$ cat config.mk
export PLATFORM = sky130hd
export DESIGN_NAME = integer_decimal_formatter
export DESIGN_NICKNAME = d
export VERILOG_FILES = /design/src/rtl/core/idf_pkg.sv /design/src/rtl/core/integer_decimal_formatter.sv
export VERILOG_INCLUDE_DIRS = /design/src /design/src/rtl/core
export SDC_FILE = /design/constraint.sdc
export NUM_CORES = 1
export LEC_CHECK = 0
export BUFFER_PORTS_ARGS = -buffer_cell sky130_fd_sc_hd__buf_4
export CORE_ASPECT_RATIO = 1.25
export CORE_MARGIN = 2
export CORE_UTILIZATION = 55
export DETAILED_ROUTE_END_ITERATION = 16
export PLACE_DENSITY = 0.76
export SETUP_SLACK_MARGIN = 0.5
export SYNTH_ARGS = -nofsm -noshare
export SYNTH_HDL_FRONTEND = slang
export SYNTH_SLANG_ARGS = --single-unit
$ cat constraint.sdc
create_clock -name clock -period 4.4 [get_ports clock]
set_input_delay 0.88 -clock clock [delete_from_list [all_inputs] [get_ports clock]]
set_output_delay 0.88 -clock clock [all_outputs]
set_load 0.05 [all_outputs]
$ cat src/rtl/core/integer_decimal_formatter_macros.svh
// Assertion macros shared by the formatter RTL.
`ifndef INTEGER_DECIMAL_FORMATTER_MACROS_SVH
`define INTEGER_DECIMAL_FORMATTER_MACROS_SVH

// The consequent must hold in the same cycle as the antecedent.
`define IDF_ASSERT_NOW(label, clk, rst, ante, cons, msg) \
   label: assert property (@(posedge clk) disable iff (rst) (ante) |-> (cons)) \
      else $error(msg);

// The consequent must hold in the cycle after the antecedent.
`define IDF_ASSERT_NEXT(label, clk, rst, ante, cons, msg) \
   label: assert property (@(posedge clk) disable iff (rst) (ante) |=> (cons)) \
      else $error(msg);

`endif

$ cat src/rtl/core/idf_pkg.sv
package idf_pkg;

   localparam int unsigned MAX_DIGITS_DEF = 10;
   localparam int unsigned BCD_DIGITS     = 10;
   localparam int unsigned VALUE_W        = 32;
   localparam int unsigned CODE_W         = 16;
   localparam int unsigned CAP_W          = 8;
   localparam int unsigned COUNT_W        = 4;
   localparam int unsigned MODE_W         = 2;
   localparam int unsigned CSR_IDX_W      = 3;
   localparam int unsigned DIGIT_W        = 4;
   localparam int unsigned POS_W          = $clog2(BCD_DIGITS);
   localparam int unsigned STEP_W         = $clog2(VALUE_W);

   localparam logic [MODE_W-1:0] ALIGN_RIGHT = 2'd1;
   localparam logic [MODE_W-1:0] ALIGN_ZEROS = 2'd2;

   localparam logic [CAP_W-1:0]  CAPACITY_RST   = 8'd12;
   localparam logic [CODE_W-1:0] JP_ZERO_RST    = 16'd0;
   localparam logic [CODE_W-1:0] EN_ZERO_RST    = 16'd48;
   localparam logic [CODE_W-1:0] JP_HYPHEN_RST  = 16'd0;
   localparam logic [CODE_W-1:0] EN_HYPHEN_RST  = 16'd45;
   localparam logic [CODE_W-1:0] JP_SPACE_RST   = 16'd0;
   localparam logic [CODE_W-1:0] EN_SPACE_RST   = 16'd32;
   localparam logic [CODE_W-1:0] OVERFLOW_RST   = 16'd63;

   typedef enum logic [CSR_IDX_W-1:0] {
      CSR_CAPACITY,
      CSR_JP_ZERO,
      CSR_EN_ZERO,
      CSR_JP_HYPHEN,
      CSR_EN_HYPHEN,
      CSR_JP_SPACE,
      CSR_EN_SPACE,
      CSR_OVERFLOW
   } csr_index_type;

   typedef enum logic [1:0] {
      ST_IDLE,
      ST_CONVERT,
      ST_EMIT
   } state_type;

endpackage

$ cat src/rtl/core/integer_decimal_formatter.sv
// Channel   Handshake            Beat contents
// req       req_valid/req_stall  value, digit count, alignment mode, character set
// rsp       rsp_valid/rsp_stall  one character code with last and error marks
// csr       csr_write            register index and data
//
// An item is taken and then converted by a shift-and-add-three loop, one magnitude
// bit a cycle, unless it fails the capacity check.
// Emission then covers one digit position a cycle, after a hyphen for a negative
// value, while the result side does not stall.
// Reset is synchronous and restores the register defaults; stalls on the result
// side hold emission, and a new item is taken while the final beat still waits.
`include "integer_decimal_formatter_macros.svh"

module integer_decimal_formatter #(
   parameter int unsigned MAX_DIGITS = idf_pkg::MAX_DIGITS_DEF
) (
   input  logic                                 clock,
   input  logic                                 reset,
   input  logic                                 csr_write,
   input  logic [idf_pkg::CSR_IDX_W-1:0]        csr_index,
   input  logic [idf_pkg::CODE_W-1:0]           csr_data,
   input  logic                                 req_valid,
   output logic                                 req_stall,
   input  logic signed [idf_pkg::VALUE_W-1:0]   req_value,
   input  logic [idf_pkg::COUNT_W-1:0]          req_digit_count,
   input  logic [idf_pkg::MODE_W-1:0]           req_align_mode,
   input  logic                                 req_char_set,
   output logic                                 rsp_valid,
   input  logic                                 rsp_stall,
   output logic [idf_pkg::CODE_W-1:0]           rsp_char_code,
   output logic                                 rsp_last,
   output logic                                 rsp_error
);
   import idf_pkg::*;

   state_type                 state_ff, state_in;
   logic [STEP_W-1:0]         step_ff;
   logic [VALUE_W-1:0]        bin_ff;
   logic [DIGIT_W-1:0]        bcd_ff [BCD_DIGITS];
   logic [DIGIT_W-1:0]        bcd_in [BCD_DIGITS];
   logic [COUNT_W-1:0]        n_ff;
   logic [POS_W-1:0]          pos_ff;
   logic [MODE_W-1:0]         mode_ff;
   logic                      set_ff, hyph_ff, err_ff, printing_ff;

   logic [CAP_W-1:0]          capacity_ff;
   logic [CODE_W-1:0]         jp_zero_ff, en_zero_ff, jp_hyphen_ff, en_hyphen_ff;
   logic [CODE_W-1:0]         jp_space_ff, en_space_ff, overflow_ff;

   logic                      rsp_valid_ff;
   logic [CODE_W-1:0]         rsp_code_ff;
   logic                      rsp_last_ff, rsp_error_ff;

   logic                      accept, neg, err_now, out_free, step;
   logic [VALUE_W-1:0]        raw, mag;
   logic [COUNT_W-1:0]        n_clamped;
   logic [DIGIT_W-1:0]        adj [BCD_DIGITS];
   logic                      ovf, top, q_ovf, show;
   logic [DIGIT_W-1:0]        digit;
   logic [CODE_W-1:0]         zero_code, digit_code;
   logic                      load_out, out_last, out_err, pos_dec, hyph_done;
   logic [CODE_W-1:0]         out_code;

   // Input decode and capacity check.
   always_comb begin
      raw = VALUE_W'(req_value);
      neg = raw[VALUE_W-1];
      mag = neg ? (VALUE_W'(0) - raw) : raw;
      if (req_digit_count == '0) begin
         n_clamped = COUNT_W'(1);
      end else if (req_digit_count > COUNT_W'(MAX_DIGITS)) begin
         n_clamped = COUNT_W'(MAX_DIGITS);
      end else begin
         n_clamped = req_digit_count;
      end
      err_now = capacity_ff <= (CAP_W'(n_clamped) + CAP_W'(neg));
   end

   // One shift-and-add-three step of the binary to decimal conversion.
   always_comb begin
      for (int k = 0; k < BCD_DIGITS; k++) begin
         adj[k] = (bcd_ff[k] >= DIGIT_W'(5)) ? (bcd_ff[k] + DIGIT_W'(3)) : bcd_ff[k];
      end
      for (int k = 0; k < BCD_DIGITS; k++) begin
         if (k == 0) begin
            bcd_in[k] = {adj[k][DIGIT_W-2:0], bin_ff[VALUE_W-1]};
         end else begin
            bcd_in[k] = {adj[k][DIGIT_W-2:0], adj[k-1][DIGIT_W-1]};
         end
      end
   end

   // Character selection for the current position.
   always_comb begin
      ovf = 1'b0;
      for (int k = 0; k < BCD_DIGITS; k++) begin
         if ((COUNT_W'(k) >= n_ff) && (bcd_ff[k] != '0)) begin
            ovf = 1'b1;
         end
      end
      top        = pos_ff == POS_W'(n_ff - COUNT_W'(1));
      q_ovf      = top && ovf;
      digit      = bcd_ff[pos_ff];
      show       = printing_ff || (mode_ff == ALIGN_ZEROS) || q_ovf || (digit != '0)
                   || (pos_ff == '0);
      zero_code  = set_ff ? en_zero_ff : jp_zero_ff;
      digit_code = zero_code + CODE_W'(digit);
   end

   always_comb begin
      state_in = state_ff;
      case (state_ff)
         ST_IDLE: begin
            if (req_valid) begin
               state_in = err_now ? ST_EMIT : ST_CONVERT;
            end
         end
         ST_CONVERT: begin
            if (step_ff == STEP_W'(VALUE_W - 1)) begin
               state_in = ST_EMIT;
            end
         end
         ST_EMIT: begin
            if (step && (err_ff || (!hyph_ff && (pos_ff == '0)))) begin
               state_in = ST_IDLE;
            end
         end
         default: begin
            state_in = ST_IDLE;
         end
      endcase
   end

   always_comb begin
      req_stall = state_ff != ST_IDLE;
      accept    = (state_ff == ST_IDLE) && req_valid;
      out_free  = !rsp_valid_ff || !rsp_stall;
      step      = (state_ff == ST_EMIT) && out_free;
      load_out  = 1'b0;
      out_code  = '0;
      out_last  = 1'b0;
      out_err   = 1'b0;
      pos_dec   = 1'b0;
      hyph_done = 1'b0;
      if (step) begin
         if (err_ff) begin
            load_out = 1'b1;
            out_last = 1'b1;
            out_err  = 1'b1;
         end else if (hyph_ff) begin
            load_out  = 1'b1;
            out_code  = set_ff ? en_hyphen_ff : jp_hyphen_ff;
            hyph_done = 1'b1;
         end else if (show) begin
            load_out = 1'b1;
            out_code = q_ovf ? overflow_ff : digit_code;
            out_last = pos_ff == '0;
            pos_dec  = 1'b1;
         end else if (mode_ff == ALIGN_RIGHT) begin
            load_out = 1'b1;
            out_code = set_ff ? en_space_ff : jp_space_ff;
            pos_dec  = 1'b1;
         end else begin
            pos_dec = 1'b1;
         end
      end
   end

   always_ff @(posedge clock) begin
      if (reset) begin
         state_ff     <= ST_IDLE;
         rsp_valid_ff <= 1'b0;
         capacity_ff  <= CAPACITY_RST;
         jp_zero_ff   <= JP_ZERO_RST;
         en_zero_ff   <= EN_ZERO_RST;
         jp_hyphen_ff <= JP_HYPHEN_RST;
         en_hyphen_ff <= EN_HYPHEN_RST;
         jp_space_ff  <= JP_SPACE_RST;
         en_space_ff  <= EN_SPACE_RST;
         overflow_ff  <= OVERFLOW_RST;
      end else begin
         state_ff <= state_in;
         if (load_out) begin
            rsp_valid_ff <= 1'b1;
         end else if (!rsp_stall) begin
            rsp_valid_ff <= 1'b0;
         end
         if (csr_write) begin
            case (csr_index_type'(csr_index))
               CSR_CAPACITY:  capacity_ff  <= csr_data[CAP_W-1:0];
               CSR_JP_ZERO:   jp_zero_ff   <= csr_data;
               CSR_EN_ZERO:   en_zero_ff   <= csr_data;
               CSR_JP_HYPHEN: jp_hyphen_ff <= csr_data;
               CSR_EN_HYPHEN: en_hyphen_ff <= csr_data;
               CSR_JP_SPACE:  jp_space_ff  <= csr_data;
               CSR_EN_SPACE:  en_space_ff  <= csr_data;
               CSR_OVERFLOW:  overflow_ff  <= csr_data;
               default: begin
               end
            endcase
         end
      end
   end

   always_ff @(posedge clock) begin
      if (accept) begin
         bin_ff      <= mag;
         step_ff     <= '0;
         n_ff        <= n_clamped;
         pos_ff      <= POS_W'(n_clamped - COUNT_W'(1));
         mode_ff     <= req_align_mode;
         set_ff      <= req_char_set;
         hyph_ff     <= neg;
         err_ff      <= err_now;
         printing_ff <= 1'b0;
         for (int k = 0; k < BCD_DIGITS; k++) begin
            bcd_ff[k] <= '0;
         end
      end else if (state_ff == ST_CONVERT) begin
         bin_ff  <= {bin_ff[VALUE_W-2:0], 1'b0};
         step_ff <= step_ff + STEP_W'(1);
         bcd_ff  <= bcd_in;
      end else begin
         if (hyph_done) begin
            hyph_ff <= 1'b0;
         end
         if (pos_dec) begin
            pos_ff <= pos_ff - POS_W'(1);
            if (show) begin
               printing_ff <= 1'b1;
            end
         end
      end
      if (load_out) begin
         rsp_code_ff  <= out_code;
         rsp_last_ff  <= out_last;
         rsp_error_ff <= out_err;
      end
   end

   assign rsp_valid     = rsp_valid_ff;
   assign rsp_char_code = rsp_code_ff;
   assign rsp_last      = rsp_last_ff;
   assign rsp_error     = rsp_error_ff;

   `IDF_ASSERT_NEXT(a_err_skips_convert, clock, reset, accept && err_now,
      (state_ff == ST_EMIT) && err_ff, "capacity failure did not go straight to emission")
   `IDF_ASSERT_NOW(a_err_beat_shape, clock, reset, rsp_valid && rsp_error,
      rsp_last && (rsp_char_code == '0), "error beat is not a lone last beat")
   `IDF_ASSERT_NEXT(a_convert_length, clock, reset,
      (state_ff == ST_CONVERT) && (step_ff == STEP_W'(VALUE_W - 1)),
      (state_ff == ST_EMIT) && (bin_ff == '0), "conversion did not end after all bits")
   `IDF_ASSERT_NEXT(a_last_ends_item, clock, reset, load_out && out_last,
      state_ff == ST_IDLE, "item continued after its last beat")

endmodule

==> results.md, run 1 <==
* Status: finished clean
* Max Buffers Root-to-Sink at 3
* DR iter-0 viols at 775
* Slowest CP cell: or3b_2
* Die area at 0.0232 mm2
* Routed len/inst at 17.7 um
* Clock skew at 7.76 ps
* RR Startpoint: pos_ff[2]
* Initial Util at 56.0%
* Mapped Nets at 1504
* Total grt overflow at 0
* Setup crit end kind: register
* Share of cells above drive strength 1 at 12.3%
* Period utilisation layout at 85.3%
* Nets@finish at 1559
* Post-synth EDFFs at 63
* Max_slew headroom at 20.8%
* Top FF cell, synth: dfxtp_1
* Critical-path maximum fanout at 9
* RSZ-0062 raised after global routing: no
* Hold Crit Depth at 2
* Leak pwr at 5.36 nW
* Via count at 10300
* Post-DRT Antenna Nets at 0
* HP Start: jp_hyphen_ff[9]
* Clock transition at path regs at 70 ps
* GP Congestion at 0.888
* Vias per inst at 5.87
* Tot Pwr at 5.42 mW
* Num CTS Buffers at 24
* Final Hold Viols at 0
* Crit path cell chain: or3b_2 -> o22ai_1 -> a211o_1 -> ha_1 -> inv_1 -> fa_1 -> nand2b_1 -> a221oi_2 -> o21ai_0 -> nor2_1 -> xnor2_1 -> a21o_1 -> a221o_1
* CP arrival at 4020 ps
* Crit path launch type: register
* Vias in the first global route at 10000
* Reg2reg end: rsp_char_code[12]
* Syn_area_per_cell at 8.62 um2
* Max VDD drop at 0.000329 V
* Yosys warning count at 0
* Critical Path RT at 4660 ps
* Final Max Slew Viols at 0
* Most common cell after layout, fill and taps aside: nand2_1
* Most frequent cells in the layout: nand2_1 (319), dfxtp_1 (169), a21oi_1 (145)
* HPWL Detailed at 20700 um
* CP Class: reg -> reg
* FFs w/ async S/R, synth at 0%
* Post-CTS Hold Fix Bufs at 0
* Global-route wire length before repair at 49800 um
* Largest net degree at the start of global routing at 87
* # DRC at 0
* #FFs+latches synth at 232
* IO Port Bufs at 82
* Htree depth at 1
* CTS Sinks at 232
* Synthesized area at 0.0121 mm2
* Netlist cell types at 70
* Total GRT Usage at 26.6%
* Antenna violations before repair at 0
* Worst slew pin tran at 1190 ps
* Layout overhead on the synthesized area at 13.7%
* Power Density at 395 mW/mm2
* Worst-Skew Late Latency at 520 ps
* Io pins at 83
* Achievable Freq at 267 MHz
* First-pass iteration count of the detailed router at 5
* HP Class: reg -> reg
* Worst Hold Path EP: jp_hyphen_ff[9]
* Total wire length at 31000 um
* Max cap viols at 0
* Row count at 60
* Width of the die at 137 um
* Final Critical Period at 3750 ps
* Reg2Reg Depth at 13
* Post-Syn Instances at 1400
* TritonCTS clock tree: yes
* Die Ht at 170 um
* Seq/Total Area, Yosys at 43.7%
* Clk Tree Root Cell: clkbuf_16
* Reg2reg setup slack at 650 ps
* Core Area at 0.0215 mm2
* Final setup violation count at 0
* Slowest stage delay, CP at 520 ps
* Setup TNS at 0 ps
* Antenna Cells at 0
state kept, by name, summed over array words and instances, names as in the netlist, 2 cells and up:
name           flops
rsp_char_code     16
bin_ff            32
en_hyphen_ff      16
pos_ff             4
capacity_ff        8
mode_ff            2
jp_hyphen_ff      16
step_ff            5
jp_space_ff       16
en_space_ff       16
overflow_ff       16
bcd_ff            40
jp_zero_ff        16
state_ff           2
en_zero_ff        16
n_ff               4
metrics by stage:
stage | worst slack [ps] | cells | hold WS (ps) | area [um2] | utilization [%]
final | 648 | 1752 | 454 | 13700 | 63.7
after global routing | 493 | 1752 | 471 | 13700 | 63.7
after CTS | 501 | 1742 | 454 | 13600 | 63.3
after detailed placement | 302 | 1695 | 446 | 12800 | 59.5
after global placement | 423 | 1695 | 435 | 12800 | 59.5
after floorplan | 521 | 1400 | 418 | 12100 | -
power by group:
| part | internal, mW | switching [mW] | total [mW] |
|---|---|---|---|
| registers | 2.38 | 0.0915 | 2.48 |
| clock network | 1.20 | 0.870 | 2.07 |
| logic | 0.315 | 0.562 | 0.877 |
| total | 3.90 | 1.52 | 5.42 |
metal layers:
metal | vias to the layer above | wire length [um] | GRT usage (%)
li1 | 4979 | - | -
met1 | 4922 | 12400 | 31.2
met2 | 298 | 16000 | 48.5
met3 | 84 | 1440 | 3.02
met4 | 0 | 1180 | 11.4
met5 | - | 0 | 0
critical path, delay by kind of cell, from the launching register on:
| kind | cells | cell delay [ps] |
|---|---|---|
| compound gates | 6 | 1340 |
| xor+xnor | 1 | 80 |
| fa+ha+maj | 2 | 570 |
| buf+inv | 1 | 70 |
| flops | 1 | 510 |
| simple gates | 3 | 920 |
cells in the mapped netlist (3+ instances only):
| cell | instances | area [um2] |
|---|---|---|
| a211o_1 | 4 | 35.0 |
| a21o_1 | 10 | 75.1 |
| a21oi_1 | 145 | 726 |
| a221o_1 | 16 | 160 |
| a22oi_1 | 4 | 30.0 |
| a31oi_1 | 5 | 31.3 |
| and3_1 | 4 | 25.0 |
| buf_1 | 9 | 33.8 |
| buf_2 | 6 | 30.0 |
| buf_6 | 4 | 45.0 |
| clkbuf_1 | 56 | 210 |
| clkbuf_2 | 8 | 40.0 |
| dfxtp_1 | 169 | 3380 |
| edfxtp_1 | 63 | 1890 |
| ha_1 | 40 | 500 |
| inv_1 | 39 | 146 |
| mux2_2 | 10 | 113 |
| mux2i_1 | 53 | 531 |
| nand2_1 | 320 | 1200 |
| nand2b_1 | 21 | 131 |
| nand3_1 | 37 | 185 |
| nand3b_1 | 17 | 128 |
| nand4_1 | 6 | 37.5 |
| nor2_1 | 65 | 244 |
| nor2b_1 | 11 | 68.8 |
| nor3_1 | 12 | 60.1 |
| nor3b_1 | 7 | 52.6 |
| nor4_1 | 3 | 18.8 |
| o21ai_0 | 82 | 410 |
| o22a_1 | 3 | 26.3 |
| o22ai_1 | 4 | 25.0 |
| o31ai_1 | 19 | 143 |
| o32ai_1 | 11 | 96.3 |
| o41ai_1 | 5 | 43.8 |
| or3_1 | 10 | 62.6 |
| or3b_2 | 4 | 35.0 |
| or4_1 | 5 | 37.5 |
| xnor2_1 | 26 | 228 |
| xor2_1 | 48 | 420 |
how the worst max path moves through the flow:
stage / from / end / slack [ps] / cells after the start
2_1_floorplan: set_ff / rsp_char_code[12] / 520 / 14
3_3_place_gp: pos_ff[0] / rsp_char_code[13] / 420 / 11
3_5_place_dp: pos_ff[0] / rsp_char_code[13] / 300 / 11
4_1_cts: pos_ff[1] / rsp_char_code[12] / 500 / 13
5_1_grt: pos_ff[3] / rsp_char_code[12] / 490 / 13
6_report: pos_ff[2] / rsp_char_code[12] / 650 / 13
timing repair:
item	4_1_cts	5_1_grt
setup buffers	3	10
resized for setup	1	1
setup endpoints to repair	6	5
pin swaps	0	1
cell type report:
class,instances,area [um2]
Fill cell,1817,7820
Multi-Input combinational cell,1045,6300
Sequential cell,232,5280
Timing Repair Buffer,113,848
Clock buffer,36,761
Tap cell,279,349
Inverter,39,146
Clock inverter,8,47.5
logic make-up (layout without fill, tap and decap cells):
kind of cell | after synthesis | in the layout | synth area share [%]
xor+xnor | 74 | 74 | 5.37
other cells | 1 | 1 | 0.0311
compound gates | 326 | 326 | 16.3
flops | 232 | 232 | 43.7
simple gates | 536 | 536 | 20.0
fa+ha+maj | 41 | 41 | 4.31
buf+inv | 123 | 196 | 4.25
mux | 67 | 67 | 6.07
Power figures use the tool's default switching activity.
==> run 2: changes to the inputs <==
--- a/config.mk
+++ b/config.mk
@@ -6,12 +6,13 @@
 export SDC_FILE = /design/constraint.sdc
 export NUM_CORES = 1
 export LEC_CHECK = 0
-export BUFFER_PORTS_ARGS = -buffer_cell sky130_fd_sc_hd__buf_4
+export ABC_AREA = 1
+export BUFFER_PORTS_ARGS = -buffer_cell sky130_fd_sc_hd__buf_2
 export CORE_ASPECT_RATIO = 1.25
 export CORE_MARGIN = 2
 export CORE_UTILIZATION = 55
 export DETAILED_ROUTE_END_ITERATION = 16
-export PLACE_DENSITY = 0.76
+export PLACE_DENSITY = 0.75
 export SETUP_SLACK_MARGIN = 0.5
 export SYNTH_ARGS = -nofsm -noshare
 export SYNTH_HDL_FRONTEND = slang
==> run 2 against run 1 <==
  * Synthesized area grew 3.5%
  * Register-to-register slack better by 250 ps
  * Global-route usage down 0.12 points
  * Final area up 0.44%
  * Largest power group unchanged
  * Wire length is 5.0% higher
  * Via count rose by 12%
  * Power is 34% higher
  * Clock power barely moved
  * Count of clock-buffer cells in the layout stayed put
  * Sequential power grew 13%
  * Utilization down 1.8 points
  * Clock skew is 6.7 ps higher
==> results.md, run 2 <==
* Post-CTS Hold Fix Bufs at 0
* Most frequent cells in the layout: nand2_1 (348), o21ai_0 (238), inv_1 (195)
* Htree depth at 1
* Seq/Total Area, Yosys at 42.2%
* Total GRT Usage at 26.5%
* HP Class: reg -> reg
* Combinational power share at 33.3%
* Routed len/inst at 15.7 um
* Tot Pwr at 7.28 mW
* #FFs+latches synth at 232
* Via count at 11500
* Achievable Freq at 285 MHz
* Post-synth EDFFs at 63
* Largest registers: bcd_ff: 40 flops, bin_ff: 32 flops
* Biggest register: bcd_ff
* Area leader, netlist: dfxtp_1
* RSZ-0062 raised after global routing: no
* Sw Pwr at 2.78 mW
* Pint at 4.50 mW
* DP Area at 0.0130 mm2
* Worst-Skew Late Latency at 520 ps
* Clock skew at 14.4 ps
* Critical Path RT at 4650 ps
* Nets@finish at 1873
* HPWL Detailed at 22400 um
* Initial Util at 56.1%
* Final Critical Period at 3500 ps
* CP arrival at 3750 ps
* Count leader, synth: nand2_1
* Total wire length at 32600 um
* Synthesized area at 0.0125 mm2
* Top FF cell, synth: dfxtp_1
* Vias per inst at 5.57
* Power Density at 528 mW/mm2
* Max cap viols at 0
* Share of cells above drive strength 1 at 8.62%
* Dpl ws at 771 ps
* Num CTS Buffers at 25
* First-pass iteration count of the detailed router at 7
* Critical-path maximum fanout at 15
* Most common cell after layout, fill and taps aside: nand2_1
* Hold Crit Depth at 2
* Reg2reg setup slack at 900 ps
* Final Max Slew Viols at 0
* Area contributors post-synth: dfxtp_1 (27%), edfxtp_1 (15%), nand2_1 (10%), o21ai_0 (9.5%), inv_1 (5.9%)
* Netlist cell types at 46
* Vias in the first global route at 11000
* Row count at 61
* Final worst slack at 897 ps
* Layout overhead on the synthesized area at 10.4%
* Clock transition at path regs at 60 ps
* Post-route cell area at 0.0138 mm2
* Final setup violation count at 0
* Reg2reg end: rsp_char_code[14]
* Setup TNS at 0 ps
* Status: finished clean
* Crit path launch type: register
* Layout Utilization at 61.9%
* Mapped Nets at 1834
* Worst Hold Path EP: jp_zero_ff[9]
* Worst slew pin tran at 817 ps
* Final Hold Viols at 0
* GP Congestion at 0.873
* Number of flip-flops in the largest register at 40
* Total grt overflow at 0
* Max_slew headroom at 45.5%
* Io pins at 83
* Die area at 0.0239 mm2
* Width of the die at 139 um
* Die Ht at 173 um
* TritonCTS clock tree: yes
* Leak pwr at 6.11 nW
* Syn_area_per_cell at 7.22 um2
* Max VDD drop at 0.000338 V
* Antenna violations before repair at 0
* # DRC at 0
* Antenna Cells at 0
* HP Start: jp_zero_ff[9]
* Period utilisation layout at 79.6%
* FFs w/ async S/R, synth at 0%
* Max Buffers Root-to-Sink at 3
* Clock network power share at 28.1%
* Reg2Reg Depth at 21
* Setup bufs post-CTS at 0
* Yosys warning count at 0
* IO Port Bufs at 82
* Clk Tree Root Cell: clkbuf_16
* Switching fraction of total power at 38.2%
* DR iter-0 viols at 974
* Global-route wire length before repair at 53300 um
* Largest net degree at the start of global routing at 73
* Post-DRT Antenna Nets at 0
* CP Class: reg -> reg
* Register share of total power at 38.6%
* Post-synth top cells: nand2_1 (349), o21ai_0 (238), inv_1 (196)
* CTS Sinks at 232
* Post-Syn Instances at 1730
* Setup crit end kind: register
* Synth top area share at 27.1%
* Core Area at 0.0223 mm2
* RR Startpoint: pos_ff[1]
run 2: worst max-delay path by stage:
stage / startpoint / endpoint / slack [ps] / depth (start not counted)
global placement: pos_ff[1] / rsp_char_code[14] / 880 / 21
floorplan: set_ff / rsp_char_code[14] / 1200 / 19
detailed placement: pos_ff[1] / rsp_char_code[14] / 770 / 21
finish: pos_ff[1] / rsp_char_code[14] / 900 / 21
CTS: pos_ff[1] / rsp_char_code[14] / 760 / 21
global route: pos_ff[1] / rsp_char_code[14] / 520 / 21
run 2: layout make-up:
cell class                 count  area, um2
fill                        2039       8500
multi-input combinational   1213       6110
sequential                   232       5280
inverter                     202        759
clock buffer                  36        718
timing repair buffer          95        508
tap                          283        354
clock inverter                 9       68.8
run 2: cell families after synthesis:
kind of cell	count (synthesis)	share of synthesized area [%]
AO/OA/AOI/OAI	435	18.5
XOR/XNOR	44	3.08
adder cells (fa/ha/maj)	41	4.17
buffers and inverters	285	9.02
flip-flops	232	42.2
other	1	0.0300
AND/OR/NAND/NOR	692	23.0
run 2: routing by layer:
metal	up-vias	track usage (%)	share of wire, %
met1	5351	34.8	44
met3	69	3.65	5.9
met4	0	8.92	2.8
met2	352	45.1	47
li1	5763	-	-
met5	-	0	0
run 2: timing repair:
| item | CTS | global route |
|---|---|---|
| resized for setup | 0 | 1 |
| hold endpoints to repair | 0 | 0 |
| setup endpoints to repair | 0 | 2 |
run 2: power groups by stage:
stage	Sequential [mW]	Clock, mW	Combinational, mW
6_report	2.81	2.04	2.42
5_1_grt	2.85	2.16	2.70
4_1_cts	2.81	2.07	2.41
3_5_place_dp	2.85	0	2.40
3_3_place_gp	2.84	0	2.35
2_1_floorplan	2.95	0	1.71
run 2: critical path, cell delays in order (launching register included):
cell      delay [ps]
edfxtp_1         680
clkinv_2         260
nand2_1          120
nand3_1           70
nand2_1           80
nand2_1           50
nand2_1           70
nor2_1            60
inv_1             60
ha_1             160
inv_1             50
fa_1             420
o21ai_2          350
nand2_1           90
nor2_1           200
nand3_1          100
nand2_1           70
nand3_1           70
nand2_1           90
nand2_1           50
nand3_1           70
a21oi_1           60
run 2: stage by stage:
step	hold slack [ps]	instances
6_report	451	2070
5_1_grt	471	2070
4_1_cts	452	2070
3_5_place_dp	442	2025
3_3_place_gp	434	2025
2_1_floorplan	422	1730
==> run 3: changes to the inputs <==
--- a/config.mk
+++ b/config.mk
@@ -6,13 +6,13 @@
 export SDC_FILE = /design/constraint.sdc
 export NUM_CORES = 1
 export LEC_CHECK = 0
-export ABC_AREA = 1
+export ABC_AREA = 0
 export BUFFER_PORTS_ARGS = -buffer_cell sky130_fd_sc_hd__buf_2
 export CORE_ASPECT_RATIO = 1.25
 export CORE_MARGIN = 2
 export CORE_UTILIZATION = 55
 export DETAILED_ROUTE_END_ITERATION = 16
-export PLACE_DENSITY = 0.75
+export PLACE_DENSITY = 0.76
 export SETUP_SLACK_MARGIN = 0.5
 export SYNTH_ARGS = -nofsm -noshare
 export SYNTH_HDL_FRONTEND = slang
==> constraint.sdc (replaced) <==
create_clock -name clock -period 3.35 [get_ports clock]
set_input_delay 0.67 -clock clock [delete_from_list [all_inputs] [get_ports clock]]
set_output_delay 0.67 -clock clock [all_outputs]
set_load 0.05 [all_outputs]
==> run 3 against run 2 <==
  * The flow now finishes with violations (setup timing)
  * Critical endpoint is now rsp_char_code[13]
  * Cell count decreased by 14%
  * Largest power group unchanged
  * Maximum frequency increased by 2.1%
  * Clock skew increased by 8.5 ps
  * Wire length decreased by 4.3%
  * Sequential share of layout area decreased by 0.27 points
  * First-iteration DRC count decreased by 13%
==> results.md, run 3 (synthesis gave the netlist of run 1 again) <==
* Die Ht at 170 um
* GP Congestion at 0.890
* Final setup violation count at 5
* Final Max Slew Viols at 0
* Nets@finish at 1580
* Final Critical Period at 3430 ps
* Post-CTS Hold Fix Bufs at 0
* Die area at 0.0232 mm2
* HPWL Detailed at 21200 um
* Most frequent cells in the layout: nand2_1 (318), dfxtp_1 (169), a21oi_1 (143)
* Final Hold Viols at 0
* Critical Path RT at 3620 ps
* Htree depth at 1
* Io pins at 83
* Row count at 60
* Met3 WL at 1600 um
* Leak pwr at 5.43 nW
* Vias per inst at 5.87
* Share of cells above drive strength 1 at 15.1%
* Final hold slack at 329 ps
* Global-route wire length before repair at 50400 um
* Total GRT Usage at 27.1%
* Number of flip-flops in the largest register at 40
* IO Port Bufs at 82
* Power Density at 509 mW/mm2
* Failing checks: setup timing
* Max_slew headroom at 36.0%
* Initial Util at 56.0%
* Final std cells w/o fill at 1773
* Achievable Freq at 291 MHz
* CP Class: reg -> reg
* Setup TNS at -195 ps
* Max VDD drop at 0.000406 V
* Core Area at 0.0215 mm2
* Tot Pwr at 7.07 mW
* Met1 WL at 12600 um
* Biggest register: bcd_ff
* Routed len/inst at 17.6 um
* Largest registers: bcd_ff: 40 flops, bin_ff: 32 flops
* CP arrival at 3700 ps
* Top Metal Used: met4
* Period utilisation layout at 102%
* Total wire length at 31200 um
* Final worst slack at -82.3 ps
* Antenna Cells at 0
* DR iter-0 viols at 851
* Clk Tree Root Cell: clkbuf_16
* Dpl ws at -116 ps
* Antenna violations before repair at 0
* Post-DRT Antenna Nets at 0
* CTS Sinks at 232
* Fillers at 1758
* Max cap viols at 0
* RSZ-0062 raised after global routing: yes
* Num CTS Buffers at 24
* Critical-path maximum fanout at 6
* Clock transition at path regs at 60 ps
* Vias in the first global route at 10000
* # DRC at 0
* Status: complete, but fails checks
* Crit path launch type: register
* Routed length on met2 at 15900 um
* Total grt overflow at 0
* Largest net degree at the start of global routing at 87
* Via count at 10400
* Worst slew pin tran at 952 ps
* First-pass iteration count of the detailed router at 5
* HP Class: in -> reg
* Placed cell count at 1721
* Layout overhead on the synthesized area at 15.0%
* Setup crit end kind: register
* Width of the die at 137 um
* Most common cell after layout, fill and taps aside: nand2_1
* Max Buffers Root-to-Sink at 3
* Clock skew at 23.0 ps
* TritonCTS clock tree: yes
* Worst-Skew Late Latency at 530 ps
[run 3: cell count changes in the layout (fill, tap and decap cells not counted), moves of 18 or more]
cell,delta
inv_1,-157
buf_4,+34
nand2b_1,+19
nand2_1,-30
o211ai_1,-24
nor2_1,-125
o31ai_1,+18
xnor2_1,+18
mux2i_1,+53
nand3_1,-72
o21ai_0,-159
[run 3: power breakdown]
group	total (mW)	internal, mW	switching, mW	leakage [nW]
registers	3.23	3.13	0.104	1.98
logic	1.18	0.415	0.765	3.07
clock network	2.66	1.53	1.13	0.379
[run 3: layout make-up]
class                           count  area (um2)  share of cell area (%)
Clock buffer                       31         647                    4.66
Clock inverter                     13         133                   0.955
Inverter                           39         146                    1.05
Multi-Input combinational cell   1046        6500                    46.8
Sequential cell                   232        5280                    38.0
Tap cell                          279         349                    2.51
Timing Repair Buffer              133         841                    6.05
[run 3: worst paths after layout]
path              slack [ps]           endpoint  cells after the start    startpoint
setup / recovery         -80  rsp_char_code[13]                     12     pos_ff[0]
hold / removal           330             set_ff                      1  req_char_set
setup reg to reg         -80  rsp_char_code[13]                     12     pos_ff[0]
hold reg to reg          450         bcd_ff[36]                      2    bin_ff[31]
[run 3: per-layer routing]
layer	up-vias	track usage (%)
met2	315	48.7
li1	5039	-
met5	-	0
met1	4970	32.4
met4	0	10.9
met3	77	3.23
[run 3: metrics by stage]
step / area (um2) / util [%]
finish: 13900 / 64.5
global route: 13900 / 64.5
CTS: 13800 / 64.1
detailed placement: 13000 / 60.2
global placement: 13000 / 60.2
floorplan: 12200 / -
[run 3: repair_timing]
action | 4_1_cts | 5_1_grt
buffers inserted | 3 | 4
endpoints found under the hold margin | 0 | 0
pin swaps | 7 | 14
cloned | 1 | 0
endpoints found under the setup margin | 35 | 38
gates resized for setup | 8 | 8
[run 3: worst max-delay path, stage by stage (launching register included)]
cell and delay (ps):
edfxtp_1 470, buf_4 160, mux4_2 490, nor3b_2 160, a211o_1 280, ha_4 330, o21ai_4 70, o21bai_4 180
nand2_2 100, or3_1 320, xor2_1 150, a21o_1 170, a221o_1 290
